--- src/rtl/bur_pkg.sv ---
// Shared types and constants of the bounded uniform reducer.
// No dependencies; every module of the block imports this package.
package bur_pkg;

  localparam int unsigned WORD_W = 32;
  localparam int unsigned HALF_W = WORD_W / 2;
  localparam int unsigned PROD_W = 2 * WORD_W;
  localparam int unsigned CNT_W  = $clog2(WORD_W);

  typedef logic [WORD_W-1:0] word_t;
  typedef logic [HALF_W-1:0] half_t;
  typedef logic [PROD_W-1:0] prod_t;
  typedef logic [CNT_W-1:0]  cnt_t;

  // Range after reset; its threshold is zero.
  localparam word_t RANGE_RESET = word_t'(1);
  localparam cnt_t  CNT_LAST    = cnt_t'(WORD_W - 1);

  // Four 16x16 partial products of one 32x32 multiply.
  typedef struct packed {
    word_t ll;
    word_t lh;
    word_t hl;
    word_t hh;
  } pprod_t;

  // Threshold unit status seen by the top level.
  typedef struct packed {
    logic  busy;
    word_t threshold;
  } thr_status_t;

endpackage

--- src/rtl/bur_thresh_div.sv ---
// Iterative remainder unit: computes 2^32 mod range, one bit per cycle.
// Depends on bur_pkg.
module bur_thresh_div (
  input  logic                clk_i,
  input  logic                rst_ni,
  input  logic                start_i,
  input  bur_pkg::word_t      range_i,
  output bur_pkg::thr_status_t status_o
);
  import bur_pkg::*;

  logic  busy_q, busy_d;
  cnt_t  cnt_q, cnt_d;
  word_t rem_q, rem_d;
  word_t div_q, div_d;
  word_t thr_q, thr_d;

  logic [WORD_W:0] shifted;
  word_t           diff;
  word_t           rem_next;

  // One restoring step: shift in a zero bit of the dividend
  assign shifted  = {rem_q, 1'b0};
  assign diff     = shifted[WORD_W-1:0] - div_q;
  assign rem_next = (shifted >= {1'b0, div_q}) ? diff : shifted[WORD_W-1:0];

  always_comb begin
    busy_d = busy_q;
    cnt_d  = cnt_q;
    rem_d  = rem_q;
    div_d  = div_q;
    thr_d  = thr_q;
    if (start_i) begin
      div_d = range_i;
      cnt_d = '0;
      rem_d = word_t'(1);
      // ranges of zero and one need no division
      if (range_i <= word_t'(1)) begin
        thr_d  = '0;
        busy_d = 1'b0;
      end else begin
        busy_d = 1'b1;
      end
    end else if (busy_q) begin
      rem_d = rem_next;
      cnt_d = cnt_q + cnt_t'(1);
      if (cnt_q == CNT_LAST) begin
        thr_d  = rem_next;
        busy_d = 1'b0;
      end
    end
  end

  always_ff @(posedge clk_i or negedge rst_ni) begin
    if (!rst_ni) begin
      busy_q <= 1'b0;
      cnt_q  <= '0;
      thr_q  <= '0;
    end else begin
      busy_q <= busy_d;
      cnt_q  <= cnt_d;
      thr_q  <= thr_d;
    end
  end

  // datapath, no reset
  always_ff @(posedge clk_i) begin
    rem_q <= rem_d;
    div_q <= div_d;
  end

  assign status_o.busy      = busy_q;
  assign status_o.threshold = thr_q;

`ifndef SYNTHESIS
  a_rem_below_div: assert property (@(posedge clk_i) disable iff (!rst_ni)
    busy_q |-> rem_q < div_q)
    else $error("remainder not below divisor");
  a_start_busy: assert property (@(posedge clk_i) disable iff (!rst_ni)
    start_i && range_i > word_t'(1) |=> busy_q)
    else $error("division did not start");
  a_done: assert property (@(posedge clk_i) disable iff (!rst_ni)
    busy_q && !start_i && cnt_q == CNT_LAST |=> !busy_q)
    else $error("division overran");
`endif
endmodule

--- src/rtl/bur_mul_pipe.sv ---
// Two-stage 32x32 multiplier: partial products, then the 64-bit sum.
// Depends on bur_pkg.
module bur_mul_pipe (
  input  logic           clk_i,
  input  logic           rst_ni,
  input  logic           up_valid_i,
  output logic           up_ready_o,
  input  bur_pkg::word_t word_i,
  input  bur_pkg::word_t range_i,
  output logic           dn_valid_o,
  input  logic           dn_ready_i,
  output bur_pkg::prod_t prod_o
);
  import bur_pkg::*;

  logic   s1_valid_q, s2_valid_q;
  logic   s1_en, s2_en;
  pprod_t s1_pp_q, s1_pp_d;
  prod_t  s2_prod_q, s2_prod_d;
  half_t  a_lo, a_hi, b_lo, b_hi;

  // a stage loads when empty or when its contents move on
  assign s2_en      = !s2_valid_q || dn_ready_i;
  assign s1_en      = !s1_valid_q || s2_en;
  assign up_ready_o = s1_en;

  // stage 1: partial products
  assign a_lo = word_i[HALF_W-1:0];
  assign a_hi = word_i[WORD_W-1:HALF_W];
  assign b_lo = range_i[HALF_W-1:0];
  assign b_hi = range_i[WORD_W-1:HALF_W];

  always_comb begin
    s1_pp_d.ll = word_t'(a_lo) * word_t'(b_lo);
    s1_pp_d.lh = word_t'(a_lo) * word_t'(b_hi);
    s1_pp_d.hl = word_t'(a_hi) * word_t'(b_lo);
    s1_pp_d.hh = word_t'(a_hi) * word_t'(b_hi);
  end

  // stage 2: align and sum
  assign s2_prod_d = prod_t'(s1_pp_q.ll)
                   + (prod_t'(s1_pp_q.lh) << HALF_W)
                   + (prod_t'(s1_pp_q.hl) << HALF_W)
                   + (prod_t'(s1_pp_q.hh) << WORD_W);

  always_ff @(posedge clk_i or negedge rst_ni) begin
    if (!rst_ni) begin
      s1_valid_q <= 1'b0;
      s2_valid_q <= 1'b0;
    end else begin
      if (s1_en) s1_valid_q <= up_valid_i;
      if (s2_en) s2_valid_q <= s1_valid_q;
    end
  end

  always_ff @(posedge clk_i) begin
    if (s1_en && up_valid_i) s1_pp_q <= s1_pp_d;
    if (s2_en && s1_valid_q) s2_prod_q <= s2_prod_d;
  end

  assign dn_valid_o = s2_valid_q;
  assign prod_o     = s2_prod_q;

endmodule

--- src/rtl/bounded_uniform_reducer.sv ---
// Top level of the bounded uniform reducer: range register, threshold unit,
// multiply pipeline and the reject/output stage. Depends on bur_pkg,
// bur_thresh_div and bur_mul_pipe.

// Maps uniform 32-bit words onto [0, range) without bias by multiply and
// reject: each request gives one result, flagged accepted with the high half
// of word*range, or rejected with value 0 when the low half falls below
// 2^32 mod range. Requests flow one per cycle, while the output is not stalled
// and no threshold is being computed, through three register stages (partial
// products, product sum, compare and select). A write of the range starts the
// remainder unit, which works one bit a cycle for ranges above one; requests
// are stalled meanwhile. Ranges of zero and one always accept and give 0.
module bounded_uniform_reducer (
  input  logic           clk_i,
  input  logic           rst_ni,
  input  logic           cfg_we_i,
  input  bur_pkg::word_t cfg_wdata_i,
  input  logic           in_valid_i,
  output logic           in_stall_o,
  input  bur_pkg::word_t random_word_i,
  output logic           out_valid_o,
  input  logic           out_stall_i,
  output logic           accepted_o,
  output bur_pkg::word_t bounded_value_o
);
  import bur_pkg::*;

  word_t       range_q;
  thr_status_t thr;
  logic        pipe_ready;
  logic        p_valid;
  prod_t       p_prod;
  logic        s3_en;
  logic        out_valid_q;
  logic        accepted_q, accepted_d;
  word_t       value_q, value_d;

  // range register
  always_ff @(posedge clk_i or negedge rst_ni) begin
    if (!rst_ni) begin
      range_q <= RANGE_RESET;
    end else if (cfg_we_i) begin
      range_q <= cfg_wdata_i;
    end
  end

  bur_thresh_div u_div (
    .clk_i    (clk_i),
    .rst_ni   (rst_ni),
    .start_i  (cfg_we_i),
    .range_i  (cfg_wdata_i),
    .status_o (thr)
  );

  // hold requests off while the threshold is being computed
  assign in_stall_o = thr.busy || !pipe_ready;

  bur_mul_pipe u_mul (
    .clk_i      (clk_i),
    .rst_ni     (rst_ni),
    .up_valid_i (in_valid_i && !thr.busy),
    .up_ready_o (pipe_ready),
    .word_i     (random_word_i),
    .range_i    (range_q),
    .dn_valid_o (p_valid),
    .dn_ready_i (s3_en),
    .prod_o     (p_prod)
  );

  // stage 3: reject test and output register
  assign s3_en = !out_valid_q || !out_stall_i;

  always_comb begin
    if (p_prod[WORD_W-1:0] < thr.threshold) begin
      accepted_d = 1'b0;
      value_d    = '0;
    end else begin
      accepted_d = 1'b1;
      value_d    = p_prod[PROD_W-1:WORD_W];
    end
  end

  always_ff @(posedge clk_i or negedge rst_ni) begin
    if (!rst_ni) begin
      out_valid_q <= 1'b0;
    end else if (s3_en) begin
      out_valid_q <= p_valid;
    end
  end

  always_ff @(posedge clk_i) begin
    if (s3_en && p_valid) begin
      accepted_q <= accepted_d;
      value_q    <= value_d;
    end
  end

  assign out_valid_o     = out_valid_q;
  assign accepted_o      = accepted_q;
  assign bounded_value_o = value_q;

`ifndef SYNTHESIS
  a_busy_stalls: assert property (@(posedge clk_i) disable iff (!rst_ni)
    thr.busy |-> in_stall_o)
    else $error("request taken during threshold update");
  a_reject_zero: assert property (@(posedge clk_i) disable iff (!rst_ni)
    out_valid_o && !accepted_o |-> bounded_value_o == '0)
    else $error("rejected result carries a value");
  a_value_bound: assert property (@(posedge clk_i) disable iff (!rst_ni)
    out_valid_o && range_q != '0 |-> bounded_value_o < range_q)
    else $error("result not below range");
  a_zero_range: assert property (@(posedge clk_i) disable iff (!rst_ni)
    out_valid_o && range_q == '0 |-> accepted_o && bounded_value_o == '0)
    else $error("zero range result wrong");
`endif
endmodule

--- config.mk ---
export PLATFORM = sky130hd
export DESIGN_NAME = bounded_uniform_reducer
export DESIGN_NICKNAME = d
export VERILOG_FILES = /design/src/rtl/bur_pkg.sv /design/src/rtl/bur_thresh_div.sv /design/src/rtl/bur_mul_pipe.sv /design/src/rtl/bounded_uniform_reducer.sv
export SDC_FILE = /design/constraint.sdc
export NUM_CORES = 2
export LEC_CHECK = 0
export BUFFER_PORTS_ARGS = -buffer_cell sky130_fd_sc_hd__buf_2
export CAP_MARGIN = 20
export CORE_UTILIZATION = 60
export DETAILED_ROUTE_END_ITERATION = 12
export HOLD_SLACK_MARGIN = 0.1
export PLACE_DENSITY = 0.77
export SYNTH_ARGS = -nofsm -noshare
export SYNTH_HDL_FRONTEND = slang
export SYNTH_SLANG_ARGS = --single-unit
--- constraint.sdc ---
create_clock -name clk_i -period 9.1 [get_ports clk_i]
set_clock_uncertainty 0.2 [all_clocks]
set_input_delay 1.365 -clock clk_i [delete_from_list [all_inputs] [get_ports clk_i]]
set_output_delay 1.365 -clock clk_i [all_outputs]
set_load 0.02 [all_outputs]
; ---- After elaboration in Yosys (flattened, before gate mapping)
; Cells that the tools add are included.
[totals]
reg_bits = 362
input_bits = 69
out_inout_bits = 35
word_cells = 59
[op_classes]
add_sub_neg = 5
n_mul = 4
magnitude_cmp = 3
eq_ne = 2
n_mux = 12
reduce_logical = 17
[op_table]
columns = op, n
row1 = two-way mux 32 bit, 5
row2 = multiplier 16 x 16 -> 32 bit, 4
row3 = adder 64 x 48 -> 64 bit, 1
row4 = adder 64 bit, 1
row5 = adder 32 x 48 -> 49 bit, 1
row6 = greater-or-equal comparator 33 x 32 -> 1 bit, 1
row7 = <= comparator 32 x 1 -> 1 bit (second input constant), 1
row8 = less-than comparator 32 bit, 1
row9 = subtractor 32 bit, 1
row10 = two-way mux 5 bit, 2
row11 = logical NOT 1 bit, 6
row12 = adder 5 x 1 -> 5 bit (second input constant), 1
row13 = equality test 5 bit (second input constant), 1
row14 = two-way mux 1 bit, 5
row15 = logical AND 1 bit, 4
row16 = logical OR 1 bit, 4
row17 = nonzero test 2 bit, 2
row18 = AND reduction 3 bit, 1
row19 = != test 2 x 1 -> 1 bit (second input constant), 1

; ---- Logic depth before layout (Yosys ltp)
[logic_depth]
ltp_word = 6
depth_mapped = 25
ltp_nobuf = 24

; ---- Modules after synthesis
; From an unflattened synthesis, not the netlist that was laid out.
[hier_totals]
cells_unflattened = 5324
hier_area_um2 = 51411.8
[by_module_without_submodules]
columns = mod, instances, cells_each, area_per_inst_um2, seq_area_each_um2
row1 = bur_mul_pipe, 1, 4464, 42275.5, 5815.6
row2 = bur_thresh_div, 1, 608, 5690.5, 2552.4
row3 = bounded_uniform_reducer, 1, 252, 3445.8, 1818.0

; ---- Worst setup path before layout
; Ideal clock, no wire load.
[synth_timing]
path_kind = input -> register
startpoint = input port out_stall_i
endpoint = register u_mul.s1_pp_q[0] (netlist bit) (enable)
setup_time_ps = 617
t_arrival_ps = 6989
t_required_ps = 8283
setup_slack_ps = 1293
cell_stages = 3
path_buffers = 0
cell_sequence = nand4_1 > nand2b_1 > nor2_1
[synth_between]
elab_chain_cells = 5
[synth_lines]
columns = item, line
row1 = "start, declared", bounded_uniform_reducer.sv:22  ; input logic out_stall_i,
row2 = logical NOT 1 bit, bounded_uniform_reducer.sv:71  ; assign s3_en = !out_valid_q || !out_stall_i;
row3 = logical OR 1 bit, bounded_uniform_reducer.sv:71
row4 = logical OR 1 bit, bur_mul_pipe.sv:23  ; assign s2_en = !s2_valid_q || dn_ready_i;
row5 = logical OR 1 bit, bur_mul_pipe.sv:24  ; assign s1_en = !s1_valid_q || s2_en;
row6 = logical AND 1 bit, bur_mul_pipe.sv:57  ; if (s1_en && up_valid_i) s1_pp_q <= s1_pp_d;
row7 = "end signal, assigned", bur_mul_pipe.sv:57
row8 = "end, declared", bur_mul_pipe.sv:18  ; pprod_t s1_pp_q, s1_pp_d;
; Every way passes these cells.
; A chain may end at the register's enable or synchronous reset.

==> results_dict.tcl <==
set metrics [dict create \
    maxCapViolCount 0 \
    first_iter_violations 2713 \
    synthDistinctLibCells 77 \
    cts_buffer_depth 3 \
    tritoncts "yes" \
    clk_pin_slew_ns 0.07 \
    die_height_microns 296 \
    io_buffers 103 \
    drt_wl_total_microns 128000 \
    row_count 107 \
    ys_ff_latch 362 \
    start_util 0.608 \
    nNetsFinal 6829 \
    cp_top_family "adder cells" \
    cts_hold_buf 0 \
    slew_viol_final 0 \
    yosys.area.top_type "fa_1" \
    cpMaxStageDelayCell "buf_2" \
    die_x_microns 296 \
    wl_per_cell_microns 19.3 \
    grt_max_degree 78 \
    setup_viol 0 \
    startpoint "random_word_i[12]" \
    cp-start-kind "input port" \
    area_delta_synth_final_pct 5.85 \
    ctsResizeCount 0 \
    synth_edf_count 257 \
    min_path_type "flip-flop to flip-flop" \
    fin_crit_ns 7.69 \
    syn_area_per_cell_sq_um 9.53 \
    seq_area_frac_synth 0.196 \
    path_common_cell "fa_1" \
    critPathCaptureType "flip-flop" \
    outcome "finished, final reports clean" \
    dr_total_vias 37600 \
    cp.required_ns 9.24 \
    drive_above_1_share 0.0556 \
    core_sq_um 85400 \
    synth-main-ff-cell "edfxtp_1" \
    critical_path_class "input port to flip-flop" \
    viasPerCell 5.70 \
    grt_pass1_vias 38900 \
    final-hold-violation-count 0 \
    fill_cells 6835 \
    crit_arrival_ns 7.83 \
    cts_buffers 42 \
    insertion_delay_ns 0.60 \
    ios 104 \
    timing.final.crit_share 0.845 \
    final_cell_mix "inv_1 (1,055), fa_1 (795), nand2_1 (684), ha_1 (547), and2_1 (475)" \
    critPathMaxFanout 32 \
    worstPathCellList "buf_2 > nand2_1 > fa_1 > fa_1 > fa_1 > inv_1 > fa_1 > fa_1 > inv_1 > fa_1 > inv_1 > ha_1 > a21oi_1 > o22ai_1 > o22a_1 > a31oi_1 > o21ai_1 > a211oi_1 > o21ai_1 > a21oi_1 > xnor2_1" \
    min-delay-start "u_mul.s1_pp_q[98]" \
    routabilityCongestion 0.949 \
    cp.buffers_inverters 4 \
    ys_warn_count 0 \
    cts-htree-levels 2 \
    grt_pass1_wl_microns 206000 \
    fin_tns_setup_ns 0 \
    synth_nets 6856 \
    synth_area_leaders "fa_1 (31%), edfxtp_1 (15%), ha_1 (13%)" \
    die-area_sq_um 87700 \
    mostFrequentLayoutCell "inv_1" \
    gr-total-overflow 0 \
    ant_nets 0 \
    cts_setup_buffers 0 \
    synth_top_area_frac 0.307 \
    ys_async_sr_fraction 0.202 \
    slowest_delay_ns 0.58 \
    firstDrtPassIters 6 \
    grt_setup_unrepaired "false" \
    synth_area_sq_um 51900 \
    drc 0 \
    synth_cells 5445 \
    track_usage 0.300 \
    slew_headroom 0.272 \
    root_buffer "clkbuf_16" \
    antenna_found_initial 6 \
    tightest_slew_ns 1.09 \
    fmax_mhz 130 \
    cts.sinks 362 \
    rr_startpoint "range_q[19]" \
    dp_hpwl_microns 98600 \
]
## path summary, 6_finish.rpt
check,endpoint,slack (ns),cells past startpoint
setup / recovery,u_mul.s1_pp_q[95],1.41,21
hold / removal,u_mul.prod_o[2],0.22,0
setup reg to reg,u_mul.s1_pp_q[95],1.48,21
hold reg to reg,u_mul.prod_o[2],0.22,0
max in group asynchronous,range_q[31],7.13,2
min in group asynchronous,u_div.thr_q[30],0.39,1
## routing by layer
metal	track usage	vias up	wire [microns]
li1	-	17000	-
met1	0.419	18900	54500
met2	0.483	1487	58300
met3	0.0494	227	11100
met4	0.0906	2	3740
met5	0	-	12
## registers in the layout, summed over array words and instances, names as in the netlist, 5 cells and up
signal	flops
u_mul.s1_pp_q	128
u_div.thr_q	32
u_div.div_q	32
u_mul.prod_o	64
u_div.rem_q	32
bounded_value_o	32
range_q	32
u_div.cnt_q	5
## logic make-up (layout without fill, tap and decap cells)
| logic type | Yosys count | in the layout | share of synthesized area |
|---|---|---|---|
| and+or+nand+nor | 1556 | 1556 | 0.146 |
| adders and majority gates | 1342 | 1342 | 0.438 |
| buffers and inverters | 1300 | 1304 | 0.0946 |
| AOI/OAI and AO/OA | 622 | 622 | 0.0781 |
| DFF | 362 | 362 | 0.196 |
| xor gates and xnor gates | 208 | 208 | 0.0351 |
| muxes | 55 | 55 | 0.0114 |
| other | 0 | 4 | 0 |
## layout make-up
class / count / area [sq um] / area share
Clock buffer: 49 / 1100 / 0.0200
Antenna cell: 4 / 10.0 / 0.000182
Clock inverter: 26 / 323 / 0.00587
Sequential cell: 362 / 10200 / 0.185
Inverter: 1055 / 3960 / 0.0721
Multi-Input combinational cell: 3783 / 36900 / 0.671
Timing Repair Buffer: 174 / 1090 / 0.0198
Tap cell: 1144 / 1430 / 0.0260
## metrics by stage
step	utilization	hold WS [ns]	instances	area, sq um	setup slack [ns]
after floorplan	-	0.200	5445	51900	1.29
after CTS	0.643	0.217	6591	54900	1.50
after global routing	0.643	0.219	6593	54900	1.03
after detailed placement	0.626	0.205	6516	53500	0.909
after global placement	0.626	0.201	6516	53500	1.00
final	0.643	0.218	6597	55000	1.41
## synthesized netlist by cell type, types with 22 or more instances
cell and n:
inv_1 1055, fa_1 795, nand2_1 684, ha_1 547
and2_1 476, edfxtp_1 257, clkbuf_1 226, a21oi_1 159
nor2_1 154, xnor2_1 144, o21ai_0 124, a21o_1 93
dfrtp_1 72, xor2_1 64, a211oi_1 58, nor2b_1 52
nand3_1 40, mux2_2 34, dfxtp_1 32, nor3_1 32
o21bai_1 32, o21a_1 31, nand2b_1 27, nand4_1 24
a31oi_1 22
Power is not shown: default switching activity piles up to over one toggle a cycle in this logic, so the estimate is an artifact.
